## src/lphs_pkg.sv

```systemverilog
package lphs_pkg;

  localparam int unsigned SLOTS_DEF  = 16;
  localparam int unsigned KEY_W      = 32;
  localparam int unsigned KIND_W     = 2;
  localparam int unsigned STATUS_W   = 2;
  localparam int unsigned MARK_W     = 2;
  localparam int unsigned BYTE_W     = 8;
  localparam int unsigned HASH_STEPS = KEY_W / BYTE_W;
  localparam int unsigned OUT_DATA_W = 8;

  localparam logic [KIND_W-1:0] KIND_INSERT = 2'd0;
  localparam logic [KIND_W-1:0] KIND_FIND   = 2'd1;
  localparam logic [KIND_W-1:0] KIND_DELETE = 2'd2;

  localparam logic [MARK_W-1:0] MARK_EMPTY   = 2'd0;
  localparam logic [MARK_W-1:0] MARK_USED    = 2'd1;
  localparam logic [MARK_W-1:0] MARK_DELETED = 2'd2;

  localparam logic [STATUS_W-1:0] ST_DONE    = 2'd0;
  localparam logic [STATUS_W-1:0] ST_DUP     = 2'd1;
  localparam logic [STATUS_W-1:0] ST_FULL    = 2'd2;
  localparam logic [STATUS_W-1:0] ST_MISSING = 2'd3;

  typedef struct packed {
    logic clr;
    logic load;
    logic hash;
    logic probe;
    logic commit;
  } cmd_t;

  typedef struct packed {
    logic clr_last;
    logic hash_last;
    logic probe_done;
    logic out_free;
  } stat_t;

endpackage

```

## src/linear_probing_hash_set.sv

```systemverilog
// The key is reduced to its home slot a byte at a time, then the probe checks
// one slot per cycle, up to SLOTS slots, until the operation is settled.
// A new input word is taken only after the result of the last one has been
// moved into the output register.
// Reset: asynchronous and active low; afterwards a clearing pass marks every
// slot empty before the first input word is taken.
module linear_probing_hash_set #(
  parameter int unsigned SLOTS = lphs_pkg::SLOTS_DEF
) (
  input  logic                              clk_i,
  input  logic                              rst_ni,
  input  logic                              s_axis_tvalid_i,
  output logic                              s_axis_tready_o,
  input  logic [lphs_pkg::KEY_W-1:0]        s_axis_tdata_i,  // [31:0] key
  input  logic [lphs_pkg::KIND_W-1:0]       s_axis_tuser_i,  // [1:0] kind
  output logic                              m_axis_tvalid_o,
  input  logic                              m_axis_tready_i,
  output logic [lphs_pkg::OUT_DATA_W-1:0]   m_axis_tdata_o,  // [1:0] status, [7:2] zero
  output logic                              m_axis_tuser_o   // [0] success
);

  lphs_pkg::cmd_t                cmd;
  lphs_pkg::stat_t               stat;
  logic [lphs_pkg::STATUS_W-1:0] status;

  lphs_ctrl u_ctrl (
    .clk_i      (clk_i),
    .rst_ni     (rst_ni),
    .in_valid_i (s_axis_tvalid_i),
    .in_ready_o (s_axis_tready_o),
    .stat_i     (stat),
    .cmd_o      (cmd)
  );

  lphs_dp #(
    .SLOTS (SLOTS)
  ) u_dp (
    .clk_i       (clk_i),
    .rst_ni      (rst_ni),
    .cmd_i       (cmd),
    .stat_o      (stat),
    .kind_i      (s_axis_tuser_i),
    .key_i       (s_axis_tdata_i),
    .out_ready_i (m_axis_tready_i),
    .out_valid_o (m_axis_tvalid_o),
    .success_o   (m_axis_tuser_o),
    .status_o    (status)
  );

  assign m_axis_tdata_o = {{(lphs_pkg::OUT_DATA_W - lphs_pkg::STATUS_W){1'b0}}, status};

endmodule

```

## src/lphs_ram.sv

```systemverilog
module lphs_ram #(
  parameter int unsigned WIDTH = 32,
  parameter int unsigned DEPTH = 16
) (
  input  logic                     clk_i,
  input  logic                     we_i,
  input  logic [$clog2(DEPTH)-1:0] waddr_i,
  input  logic [WIDTH-1:0]         wdata_i,
  input  logic                     re_i,
  input  logic [$clog2(DEPTH)-1:0] raddr_i,
  output logic [WIDTH-1:0]         rdata_o
);

  logic [WIDTH-1:0] mem_q [DEPTH];
  logic [WIDTH-1:0] rdata_q;

  always_ff @(posedge clk_i) begin
    if (we_i) begin
      mem_q[waddr_i] <= wdata_i;
    end
    if (re_i) begin
      rdata_q <= mem_q[raddr_i];
    end
  end

  assign rdata_o = rdata_q;

endmodule

```

## src/lphs_ctrl.sv

```systemverilog
module lphs_ctrl (
  input  logic           clk_i,
  input  logic           rst_ni,
  input  logic           in_valid_i,
  output logic           in_ready_o,
  input  lphs_pkg::stat_t stat_i,
  output lphs_pkg::cmd_t  cmd_o
);

  typedef enum logic [4:0] {
    S_CLEAR = 5'b00001,
    S_IDLE  = 5'b00010,
    S_HASH  = 5'b00100,
    S_PROBE = 5'b01000,
    S_DONE  = 5'b10000
  } state_e;

  state_e state_q, state_d;

  always_comb begin
    state_d = state_q;
    case (state_q)
      S_CLEAR: begin
        if (stat_i.clr_last) state_d = S_IDLE;
      end
      S_IDLE: begin
        if (in_valid_i) state_d = S_HASH;
      end
      S_HASH: begin
        if (stat_i.hash_last) state_d = S_PROBE;
      end
      S_PROBE: begin
        if (stat_i.probe_done) state_d = S_DONE;
      end
      S_DONE: begin
        if (stat_i.out_free) state_d = S_IDLE;
      end
      default: begin
        state_d = S_CLEAR;
      end
    endcase
  end

  always_ff @(posedge clk_i or negedge rst_ni) begin
    if (!rst_ni) begin
      state_q <= S_CLEAR;
    end else begin
      state_q <= state_d;
    end
  end

  assign in_ready_o    = (state_q == S_IDLE);
  assign cmd_o.clr     = (state_q == S_CLEAR);
  assign cmd_o.load    = (state_q == S_IDLE) && in_valid_i;
  assign cmd_o.hash    = (state_q == S_HASH);
  assign cmd_o.probe   = (state_q == S_PROBE);
  assign cmd_o.commit  = (state_q == S_DONE) && stat_i.out_free;

endmodule

```

## src/lphs_dp.sv

```systemverilog
module lphs_dp #(
  parameter int unsigned SLOTS = lphs_pkg::SLOTS_DEF
) (
  input  logic                            clk_i,
  input  logic                            rst_ni,
  input  lphs_pkg::cmd_t                  cmd_i,
  output lphs_pkg::stat_t                 stat_o,
  input  logic [lphs_pkg::KIND_W-1:0]     kind_i,
  input  logic [lphs_pkg::KEY_W-1:0]      key_i,
  input  logic                            out_ready_i,
  output logic                            out_valid_o,
  output logic                            success_o,
  output logic [lphs_pkg::STATUS_W-1:0]   status_o
);

  localparam int unsigned IW  = $clog2(SLOTS);
  localparam int unsigned HCW = $clog2(lphs_pkg::HASH_STEPS);
  localparam logic [IW:0]     SlotsW  = (IW+1)'(SLOTS);
  localparam logic [IW-1:0]   LastIdx = IW'(SLOTS - 1);
  localparam logic [HCW-1:0]  LastHash = HCW'(lphs_pkg::HASH_STEPS - 1);

  logic [lphs_pkg::KIND_W-1:0]   kind_q;
  logic [lphs_pkg::KEY_W-1:0]    key_q;
  logic [lphs_pkg::KEY_W-1:0]    mag_q;
  logic                          neg_q;
  logic [IW-1:0]                 rem_q;
  logic [HCW-1:0]                hcnt_q;
  logic [IW-1:0]                 idx_q;
  logic [IW-1:0]                 rd_idx_q;
  logic                          rd_vld_q;
  logic [IW-1:0]                 eval_q;
  logic                          have_tomb_q;
  logic [IW-1:0]                 tomb_q;
  logic [IW-1:0]                 clr_q;
  logic                          pend_succ_q;
  logic [lphs_pkg::STATUS_W-1:0] pend_st_q;
  logic                          pend_we_q;
  logic                          pend_kwe_q;
  logic [IW-1:0]                 pend_addr_q;
  logic [lphs_pkg::MARK_W-1:0]   pend_mark_q;
  logic                          out_valid_q;
  logic                          out_succ_q;
  logic [lphs_pkg::STATUS_W-1:0] out_st_q;

  logic [IW-1:0]                 rem_nx;
  logic [IW-1:0]                 start_nx;
  logic [IW-1:0]                 idx_nx;
  logic [lphs_pkg::MARK_W-1:0]   mark_rd;
  logic [lphs_pkg::KEY_W-1:0]    key_rd;

  logic                          done;
  logic                          succ;
  logic [lphs_pkg::STATUS_W-1:0] st;
  logic                          we;
  logic                          kwe;
  logic [IW-1:0]                 waddr;
  logic [lphs_pkg::MARK_W-1:0]   wmark;
  logic                          tomb_take;
  logic                          last;
  logic                          hit;

  logic                          mark_we;
  logic [IW-1:0]                 mark_waddr;
  logic [lphs_pkg::MARK_W-1:0]   mark_wdata;

  // The home slot is reduced one byte of the key magnitude per cycle, most
  // significant byte first, with one compare and subtract per bit.
  always_comb begin
    logic [IW:0] r;
    r = {1'b0, rem_q};
    for (int b = 0; b < lphs_pkg::BYTE_W; b++) begin
      r = {r[IW-1:0], mag_q[lphs_pkg::KEY_W-1-b]};
      if (r >= SlotsW) begin
        r = r - SlotsW;
      end
    end
    rem_nx = r[IW-1:0];
  end

  assign start_nx = (neg_q && (rem_nx != '0)) ? IW'(SlotsW - {1'b0, rem_nx}) : rem_nx;
  assign idx_nx   = (idx_q == LastIdx) ? '0 : idx_q + 1'b1;

  assign last = (eval_q == LastIdx);
  assign hit  = (mark_rd == lphs_pkg::MARK_USED) && (key_rd == key_q);

  always_comb begin
    done      = 1'b0;
    succ      = 1'b0;
    st        = lphs_pkg::ST_DONE;
    we        = 1'b0;
    kwe       = 1'b0;
    waddr     = rd_idx_q;
    wmark     = lphs_pkg::MARK_USED;
    tomb_take = 1'b0;
    if (rd_vld_q) begin
      case (kind_q)
        lphs_pkg::KIND_INSERT: begin
          if (hit) begin
            done = 1'b1;
            st   = lphs_pkg::ST_DUP;
          end else begin
            tomb_take = (mark_rd == lphs_pkg::MARK_DELETED) && !have_tomb_q;
            if (mark_rd == lphs_pkg::MARK_EMPTY || (last && (have_tomb_q || tomb_take))) begin
              done  = 1'b1;
              succ  = 1'b1;
              we    = 1'b1;
              kwe   = 1'b1;
              waddr = have_tomb_q ? tomb_q : rd_idx_q;
            end else if (last) begin
              done = 1'b1;
              st   = lphs_pkg::ST_FULL;
            end
          end
        end
        lphs_pkg::KIND_FIND, lphs_pkg::KIND_DELETE: begin
          if (mark_rd == lphs_pkg::MARK_EMPTY) begin
            done = 1'b1;
            st   = lphs_pkg::ST_MISSING;
          end else if (hit) begin
            done  = 1'b1;
            succ  = 1'b1;
            we    = (kind_q == lphs_pkg::KIND_DELETE);
            wmark = lphs_pkg::MARK_DELETED;
          end else if (last) begin
            done = 1'b1;
            st   = lphs_pkg::ST_MISSING;
          end
        end
        default: begin
          done = 1'b1;
        end
      endcase
    end
  end

  always_ff @(posedge clk_i or negedge rst_ni) begin
    if (!rst_ni) begin
      hcnt_q      <= '0;
      rd_vld_q    <= 1'b0;
      eval_q      <= '0;
      have_tomb_q <= 1'b0;
      clr_q       <= '0;
      out_valid_q <= 1'b0;
    end else begin
      if (cmd_i.clr) begin
        clr_q <= clr_q + 1'b1;
      end
      if (cmd_i.load) begin
        hcnt_q      <= '0;
        rd_vld_q    <= 1'b0;
        eval_q      <= '0;
        have_tomb_q <= 1'b0;
      end
      if (cmd_i.hash) begin
        hcnt_q <= hcnt_q + 1'b1;
      end
      if (cmd_i.probe) begin
        rd_vld_q <= 1'b1;
        if (rd_vld_q) begin
          eval_q <= eval_q + 1'b1;
        end
        if (tomb_take) begin
          have_tomb_q <= 1'b1;
        end
      end
      if (cmd_i.commit) begin
        out_valid_q <= 1'b1;
      end else if (out_ready_i) begin
        out_valid_q <= 1'b0;
      end
    end
  end

  always_ff @(posedge clk_i) begin
    if (cmd_i.load) begin
      kind_q <= kind_i;
      key_q  <= key_i;
      neg_q  <= key_i[lphs_pkg::KEY_W-1];
      mag_q  <= key_i[lphs_pkg::KEY_W-1] ? (~key_i + 1'b1) : key_i;
      rem_q  <= '0;
    end
    if (cmd_i.hash) begin
      mag_q <= mag_q << lphs_pkg::BYTE_W;
      rem_q <= rem_nx;
      if (hcnt_q == LastHash) begin
        idx_q <= start_nx;
      end
    end
    if (cmd_i.probe) begin
      idx_q    <= idx_nx;
      rd_idx_q <= idx_q;
      if (tomb_take) begin
        tomb_q <= rd_idx_q;
      end
      if (done) begin
        pend_succ_q <= succ;
        pend_st_q   <= st;
        pend_we_q   <= we;
        pend_kwe_q  <= kwe;
        pend_addr_q <= waddr;
        pend_mark_q <= wmark;
      end
    end
    if (cmd_i.commit) begin
      out_succ_q <= pend_succ_q;
      out_st_q   <= pend_st_q;
    end
  end

  assign mark_we    = cmd_i.clr || (cmd_i.commit && pend_we_q);
  assign mark_waddr = cmd_i.clr ? clr_q : pend_addr_q;
  assign mark_wdata = cmd_i.clr ? lphs_pkg::MARK_EMPTY : pend_mark_q;

  lphs_ram #(
    .WIDTH (lphs_pkg::MARK_W),
    .DEPTH (SLOTS)
  ) u_mark_ram (
    .clk_i   (clk_i),
    .we_i    (mark_we),
    .waddr_i (mark_waddr),
    .wdata_i (mark_wdata),
    .re_i    (cmd_i.probe),
    .raddr_i (idx_q),
    .rdata_o (mark_rd)
  );

  lphs_ram #(
    .WIDTH (lphs_pkg::KEY_W),
    .DEPTH (SLOTS)
  ) u_key_ram (
    .clk_i   (clk_i),
    .we_i    (cmd_i.commit && pend_kwe_q),
    .waddr_i (pend_addr_q),
    .wdata_i (key_q),
    .re_i    (cmd_i.probe),
    .raddr_i (idx_q),
    .rdata_o (key_rd)
  );

  assign stat_o.clr_last   = (clr_q == LastIdx);
  assign stat_o.hash_last  = (hcnt_q == LastHash);
  assign stat_o.probe_done = done;
  assign stat_o.out_free   = !out_valid_q || out_ready_i;

  assign out_valid_o = out_valid_q;
  assign success_o   = out_succ_q;
  assign status_o    = out_st_q;

endmodule

```

## config.mk

```make
export PLATFORM = sky130hd
export DESIGN_NAME = linear_probing_hash_set
export DESIGN_NICKNAME = d
export VERILOG_FILES = /design/src/lphs_pkg.sv /design/src/linear_probing_hash_set.sv /design/src/lphs_ram.sv /design/src/lphs_ctrl.sv /design/src/lphs_dp.sv
export SDC_FILE = /design/constraint.sdc
export NUM_CORES = 1
export LEC_CHECK = 0
export BUFFER_PORTS_ARGS = -buffer_cell sky130_fd_sc_hd__buf_2
export CORE_MARGIN = 4
export CORE_UTILIZATION = 39
export DETAILED_ROUTE_END_ITERATION = 12
export PLACE_DENSITY_LB_ADDON = 0.05
export REMOVE_ABC_BUFFERS = 1
export SLEW_MARGIN = 20
export SYNTH_ARGS = -nofsm -noshare
export SYNTH_HDL_FRONTEND = slang
export SYNTH_SLANG_ARGS = --single-unit
export TNS_END_PERCENT = 20
```

## constraint.sdc

```tcl
create_clock -name clk_i -period 10.5 [get_ports clk_i]
set_clock_uncertainty 0.1 [all_clocks]
set_input_delay 2.1 -clock clk_i [delete_from_list [all_inputs] [get_ports clk_i]]
set_output_delay 2.1 -clock clk_i [all_outputs]
set_load 0.01 [all_outputs]
```

==> results of run 1 <==
==> power groups by stage <==
stage | Sequential, mW | Combinational, mW | Clock, mW
2_1_floorplan | 3.04 | 0.123 | 0
6_report | 2.99 | 0.185 | 2.46
3_3_place_gp | 3.05 | 0.186 | 0
3_5_place_dp | 3.05 | 0.188 | 0
4_1_cts | 2.99 | 0.188 | 2.52
5_1_grt | 3.00 | 0.204 | 2.65
==> final cells by class <==
| class | count | area share |
|---|---|---|
| Clock buffer | 106 | 0.0695 |
| Timing Repair Buffer | 88 | 0.0187 |
| Sequential cell | 672 | 0.661 |
| Tap cell | 873 | 0.0360 |
| Multi-Input combinational cell | 738 | 0.207 |
| Inverter | 10 | 0.00124 |
| Clock inverter | 28 | 0.00623 |
==> layout by cell type (no fill, tap or decap), types with 7 or more instances in the layout <==
cell type | synthesis | final
buf_4 | 6 | 45
nor2_4 | 0 | 12
nand3_1 | 19 | 19
nor3_1 | 11 | 7
inv_1 | 8 | 8
o21ai_0 | 70 | 70
clkinv_1 | 0 | 15
mux4_2 | 68 | 68
dfrtp_1 | 17 | 17
edfxtp_1 | 650 | 650
mux2_1 | 17 | 17
o21ai_1 | 24 | 24
a22oi_1 | 34 | 34
mux2_2 | 15 | 15
clkbuf_16 | 0 | 78
ha_1 | 9 | 9
clkbuf_1 | 40 | 23
nand4_1 | 17 | 17
a21oi_1 | 40 | 40
mux2i_1 | 111 | 111
buf_2 | 22 | 42
a221oi_1 | 34 | 34
nand2_1 | 100 | 100
nor2_1 | 41 | 29
xor2_1 | 16 | 16
xnor2_1 | 38 | 38
==> per-stage QoR <==
stage	hold WS, ns	instances	utilization	cell area [um^2]	worst slack (ns)
floorplan	0.300	1420	-	26200	2.24
detailed placement	0.308	2381	0.417	28000	5.48
global placement	0.317	2381	0.417	28000	5.54
CTS	0.328	2515	0.451	30300	6.10
finish	0.327	2515	0.451	30300	6.14
global route	0.333	2515	0.451	30300	5.95
==> cells in the mapped netlist (3+ instances only) <==
| cell | n | area, um^2 |
|---|---|---|
| a22oi_1 | 34 | 255 |
| a221oi_1 | 34 | 298 |
| nand4_1 | 17 | 106 |
| a31oi_1 | 3 | 18.8 |
| mux2_1 | 17 | 191 |
| nor2_1 | 41 | 154 |
| mux2_2 | 15 | 169 |
| o21ai_1 | 24 | 120 |
| a21oi_1 | 40 | 200 |
| nor2b_1 | 7 | 43.8 |
| buf_2 | 22 | 110 |
| and3_1 | 6 | 37.5 |
| nor3_1 | 11 | 55.1 |
| nor3b_1 | 4 | 30.0 |
| o31ai_2 | 3 | 37.5 |
| dfrtp_1 | 17 | 425 |
| mux4_2 | 68 | 1530 |
| xor2_1 | 16 | 140 |
| o21ai_0 | 70 | 350 |
| and2_1 | 7 | 43.8 |
| inv_1 | 8 | 30.0 |
| dfxtp_1 | 4 | 80.1 |
| xnor2_1 | 38 | 333 |
| buf_1 | 6 | 22.5 |
| ha_1 | 9 | 113 |
| nor4_1 | 4 | 25.0 |
| clkbuf_1 | 40 | 150 |
| buf_4 | 6 | 45.0 |
| edfxtp_1 | 650 | 19500 |
| o31ai_1 | 3 | 22.5 |
| nand3_1 | 19 | 95.1 |
| nand2_1 | 100 | 375 |
| mux2i_1 | 111 | 1110 |
| nand2b_1 | 4 | 25.0 |
==> layer usage <==
layer | vias to the layer above | wire length [um] | part of all wire
li1 | 6136 | - | -
met1 | 7326 | 31300 | 0.46
met2 | 282 | 32200 | 0.48
met3 | 84 | 2840 | 0.042
met4 | 0 | 1270 | 0.019
met5 | - | 0 | 0
==> sequential cells by signal, indices dropped and copies added (netlist names), 5 cells and up <==
register / flops
u_dp.u_key_ram.rdata_o: 32
u_dp.key_q: 31
u_ctrl.state_q: 5
u_dp.mag_q: 16
u_dp.u_key_ram.mem_q: 512
u_dp.u_mark_ram.mem_q: 32
==> cell families (layout without fill, tap and decap cells) <==
kind of cell	Yosys count	in the layout	synth area share
AO/OA/AOI/OAI	219	219	0.0515
buffers and inverters	84	232	0.0138
other	1	6	0.000141
flip-flops	672	672	0.755
multiplexers	211	211	0.113
XOR/XNOR	54	54	0.0178
adder cells (fa/ha/maj)	9	9	0.00424
AND/OR/NAND/NOR	239	239	0.0443
==> final timing paths <==
check | slack, ns | endpoint | from
min in group asynchronous | 1.34 | u_ctrl.state_q[1] | rst_ni
worst min-delay path | 0.33 | u_dp.success_o | u_dp.pend_succ_q
worst max-delay path | 6.14 | u_dp.u_key_ram.mem_q[5][27] | m_axis_tready_i
max in group asynchronous | 8.63 | u_ctrl.state_q[0] | rst_ni
worst max register to register | 6.82 | u_dp.pend_addr_q[2] | u_dp.key_q[28]
worst min register to register | 0.33 | u_dp.success_o | u_dp.pend_succ_q
==> results.py, run 1 <==
metrics = {
    "power": {
        "seq_power_share": 0.531,
        "power.share.combinational": 0.033,
        "finalPower_mw": 5.64,
        "power.switching_mw": 1.19,
        "ir_drop_uv": 95.2,
        "powerDensity_mw_per_mm2": 186,
        "pwr-share-clk": 0.436,
        "p_int_mw": 4.45,
        "switching_share": 0.211,
        "p_leak_nw": 9.99,
    },
    "die": {
        "fp.dieW_um": 269,
        "die_area_mm2": 0.0723,
        "die_y_um": 269,
        "core_mm2": 0.0673,
        "start_util": 0.395,
        "rows": 95,
        "num_io_pins": 49,
    },
    "finish": {
        "drive_above_1_share": 0.183,
        "regArea_mm2": 0.0201,
        "multi_input_area_mm2": 0.00628,
        "syn_to_final_growth_pct": 14.2,
        "nFillCells": 5852,
        "layout.nets": 1632,
        "n_antenna_cell": 0,
    },
    "worst_setup_path": {
        "endpoint_kind": "flip-flop",
        "crit_family": "simple AND/OR/NAND/NOR gates",
        "critPathArrivalTime_ns": 4.52,
        "critical_path.slowest_cell": "nor2_4",
        "path_class": "in2reg",
        "crit_chain": "buf_2 > nor2b_1 > nor4b_2 > and2_1 > nand2_1 > nor2_4 > buf_4",
        "critPathLaunchType": "primary input",
        "slowest_delay_ns": 0.66,
        "reg2reg_depth": 7,
        "cp_max_fo": 17,
        "crit_cells": 7,
        "critPathBufInv": 2,
        "required_ns": 10.67,
    },
    "global_route": {
        "grt_pass1_wl_um": 99400,
        "grt-busiest-layer": "met2",
        "grt_max_degree": 110,
        "globalRouteTotalUtil": 0.190,
        "antenna_found_initial": 3,
        "grt_use_met2": 0.307,
        "overflow": 0,
        "grtUsageMet3": 0.0361,
        "grt_pass1_vias": 14407,
        "grtUsageMet1": 0.271,
    },
    "clock_network": {
        "clock_latency_ns": 0.61,
        "cts.sinks": 672,
        "cts_root_buffer": "clkbuf_16",
        "cts_buffers": 75,
        "cts_max_path_buffers": 3,
        "htree_levels": 3,
        "cts-hold-fix-buffers": 0,
        "cts.reportedPaths.clkPinSlew_ns": 0.06,
        "cts-resized-gates": 0,
        "cts_tree": "built",
        "cts_setup_buffers": 0,
    },
    "timing": {
        "setup_viol": 0,
        "grt_setup_unrepaired": "no",
        "max_freq_ghz": 0.229,
        "maxSlewViolCount": 0,
        "tns_ns": 0,
        "tightest_slew_ns": 1.04,
        "post-route-min-period_ns": 4.36,
        "hold_viol": 0,
        "timing.final.crit_share": 0.415,
        "max_slew_margin": 0.305,
    },
    "synthesis": {
        "synth_ff_type": "edfxtp_1",
        "async_flop_share": 0.0268,
        "ys_ff_latch": 672,
        "synth_area_mm2": 0.0265,
        "synthCells": 1489,
        "synth_cell_type_count": 59,
        "synth_edf_count": 650,
        "synth_warnings": 0,
        "avgSynthCellArea_um2": 17.8,
        "yosysSeqAreaShare": 0.755,
    },
    "placement": {
        "gp_congestion": 0.739,
        "hpwl_um": 40700,
        "numPortBuffers": 42,
    },
    "drt": {
        "drt_iter0_drc": 1263,
        "postRouteWirelength_um": 67700,
        "via_per_inst": 5.50,
        "num_vias": 13828,
        "drc": 0,
        "dr.pass1.iters": 7,
        "final_antenna_net_count": 0,
        "wire_per_inst_um": 26.9,
    },
    "run_status": {
        "outcome": "finished clean",
    },
    "flow_run": {
        "maxCapViolCount": 0,
    },
    "worst_hold_path": {
        "min_path_cells": 0,
        "hp-class": "reg2reg",
    },
}
No activity file was read; power rests on OpenSTA's default activity.
==> inputs of run 2 (changes only) <==
==> constraint.sdc (replaced) <==
create_clock -name clk_i -period 3.8 [get_ports clk_i]
set_clock_uncertainty 0.1 [all_clocks]
set_input_delay 0.76 -clock clk_i [delete_from_list [all_inputs] [get_ports clk_i]]
set_output_delay 0.76 -clock clk_i [all_outputs]
set_load 0.01 [all_outputs]
==> run 2 against run 1 <==
  * Final area rose by 1.3%
  * Worst hold slack lost 0.097 ns
  * Non-clock buffer count rose by 8
  * Critical endpoint is now u_dp.pend_addr_q[1]
==> results.py, run 2 (same netlist as run 1, synthesis figures left out) <==
metrics = {
    "worst_setup_path": {
        "crit_family": "simple AND/OR/NAND/NOR gates",
        "crit_chain": "xnor2_1 > nand4_1 > nor3_1 > and3_1 > nor3_1 > nor3_1 > buf_4",
        "endpoint_kind": "flip-flop",
        "crit_cells": 7,
        "rr_startpoint": "u_dp.key_q[27]",
        "critPathArrivalTime_ns": 3.37,
        "critPathBufInv": 1,
        "critical_path.startpoint": "u_dp.key_q[27]",
        "required_ns": 4.00,
        "critPathLaunchType": "flip-flop",
        "path_common_cell": "nor3_1",
        "reg2reg_depth": 7,
        "path_class": "reg2reg",
        "slowest_delay_ns": 0.67,
        "cp_max_fo": 17,
        "critical_path.slowest_cell": "xnor2_1",
    },
    "global_route": {
        "grt_pass1_wl_um": 100000,
        "grt_pass1_vias": 14096,
        "overflow": 0,
        "grt_max_degree": 65,
        "globalRouteTotalUtil": 0.196,
        "antenna_found_initial": 4,
    },
    "clock_network": {
        "cts-hold-fix-buffers": 1,
        "cts_root_buffer": "clkbuf_16",
        "cts_buffers": 75,
        "clock_latency_ns": 0.61,
        "cts_setup_buffers": 0,
        "cts_max_path_buffers": 3,
        "cts.reportedPaths.clkPinSlew_ns": 0.06,
        "cts-resized-gates": 0,
        "htree_levels": 3,
        "cts.sinks": 672,
        "cts_tree": "built",
    },
    "timing": {
        "grt_setup_unrepaired": "no",
        "tns_ns": 0,
        "post-route-min-period_ns": 3.17,
        "setup_viol": 0,
        "timing.final.crit_share": 0.834,
        "tightest_slew_ns": 0.822,
        "whs_ns": 0.230,
        "maxSlewViolCount": 0,
        "max_slew_margin": 0.452,
        "max_freq_ghz": 0.315,
        "hold_viol": 0,
    },
    "drt": {
        "wire_per_inst_um": 27.9,
        "num_vias": 13918,
        "postRouteWirelength_um": 70300,
        "dr.pass1.iters": 5,
        "final_antenna_net_count": 0,
        "drt_iter0_drc": 1198,
        "via_per_inst": 5.51,
        "drc": 0,
    },
    "finish": {
        "drive_above_1_share": 0.189,
        "layout.nets": 1640,
        "final_common_cell": "edfxtp_1",
        "stdcell_count": 2524,
        "largest_register": "u_dp.u_key_ram.mem_q",
        "syn_to_final_growth_pct": 15.7,
        "largest_reg_flops": 512,
        "mostFrequentLayoutCells": "edfxtp_1, mux2i_1, nand2_1, clkbuf_16, o21ai_0",
    },
    "placement": {
        "placedCellCount": 2388,
        "hpwl_um": 38500,
        "numPortBuffers": 42,
        "gp_congestion": 0.749,
    },
    "power": {
        "p_leak_nw": 10.1,
        "powerDensity_mw_per_mm2": 515,
        "ir_drop_uv": 314,
        "finalPower_mw": 15.8,
    },
    "die": {
        "fp.dieW_um": 269,
        "num_io_pins": 49,
        "die_area_mm2": 0.0723,
        "start_util": 0.395,
        "core_mm2": 0.0673,
        "rows": 95,
        "die_y_um": 269,
    },
    "worst_hold_path": {
        "hp-class": "in2reg",
        "min_path_cells": 1,
        "hold_start": "s_axis_tuser_i[1]",
    },
    "run_status": {
        "outcome": "finished clean",
    },
    "flow_run": {
        "maxCapViolCount": 0,
    },
}
==> run 2: cell count changes in the layout (fill, tap and decap cells not counted), sizes merged <==
| cell | previous run | this run |
|---|---|---|
| clkbuf | 106 | 89 |
| buf | 88 | 95 |
| clkinv | 24 | 31 |
| bufinv | 1 | 7 |
| diode | 0 | 2 |
| inv | 11 | 13 |
| clkinvlp | 2 | 3 |
| dlygate4sd3 | 0 | 1 |
==> run 2: stage by stage <==
stage | utilization | instance area [um^2] | worst slack, ns
final | 0.457 | 30700 | 0.629
after global placement | 0.421 | 28300 | 0.714
after detailed placement | 0.421 | 28300 | 0.688
after floorplan | - | 26200 | -4.46
after CTS | 0.456 | 30700 | 0.679
after global routing | 0.456 | 30700 | 0.500
==> run 2: final timing paths <==
| path | end | slack (ns) |
|---|---|---|
| max in group asynchronous | u_ctrl.state_q[0] | 2.74 |
| worst max-delay path | u_dp.pend_addr_q[1] | 0.63 |
| worst max register to register | u_dp.pend_addr_q[1] | 0.63 |
| worst min-delay path | u_dp.kind_q[1] | 0.23 |
| worst min register to register | u_dp.tomb_q[2] | 0.35 |
| min in group asynchronous | u_dp.hcnt_q[1] | 0.53 |
==> run 2: layer usage <==
metal / routed length (um) / part of all wire / global-route usage / up-vias
met5: 13 / 0.00018 / 0 / -
met3: 3990 / 0.057 / 0.0464 / 103
met2: 33000 / 0.47 / 0.312 / 375
met1: 31900 / 0.45 / 0.276 / 7264
met4: 1420 / 0.020 / 0.0470 / 2
li1: - / - / - / 6174
==> run 2: area by class of cell <==
| class | count | area, um^2 |
|---|---|---|
| Multi-Input combinational cell | 738 | 6270 |
| Antenna cell | 2 | 5.00 |
| Timing Repair Buffer | 96 | 893 |
| Tap cell | 873 | 1090 |
| Clock buffer | 89 | 1970 |
| Fill cell | 5804 | 36600 |
| Inverter | 10 | 37.5 |
| Clock inverter | 44 | 393 |
| Sequential cell | 672 | 20100 |
==> run 2: where the power goes <==
| group | internal, mW | switching (mW) | total, mW |
|---|---|---|---|
| clock network | 4.17 | 2.87 | 7.04 |
| registers | 8.18 | 0.0949 | 8.28 |
| logic | 0.177 | 0.325 | 0.502 |
==> run 2: worst register-to-register path: cells and delay by family (launching register included) <==
family	cells	cell delay [ns]
xor+xnor	1	0.67
buf+inv	1	0.22
flops	1	0.65
simple gates	5	1.22
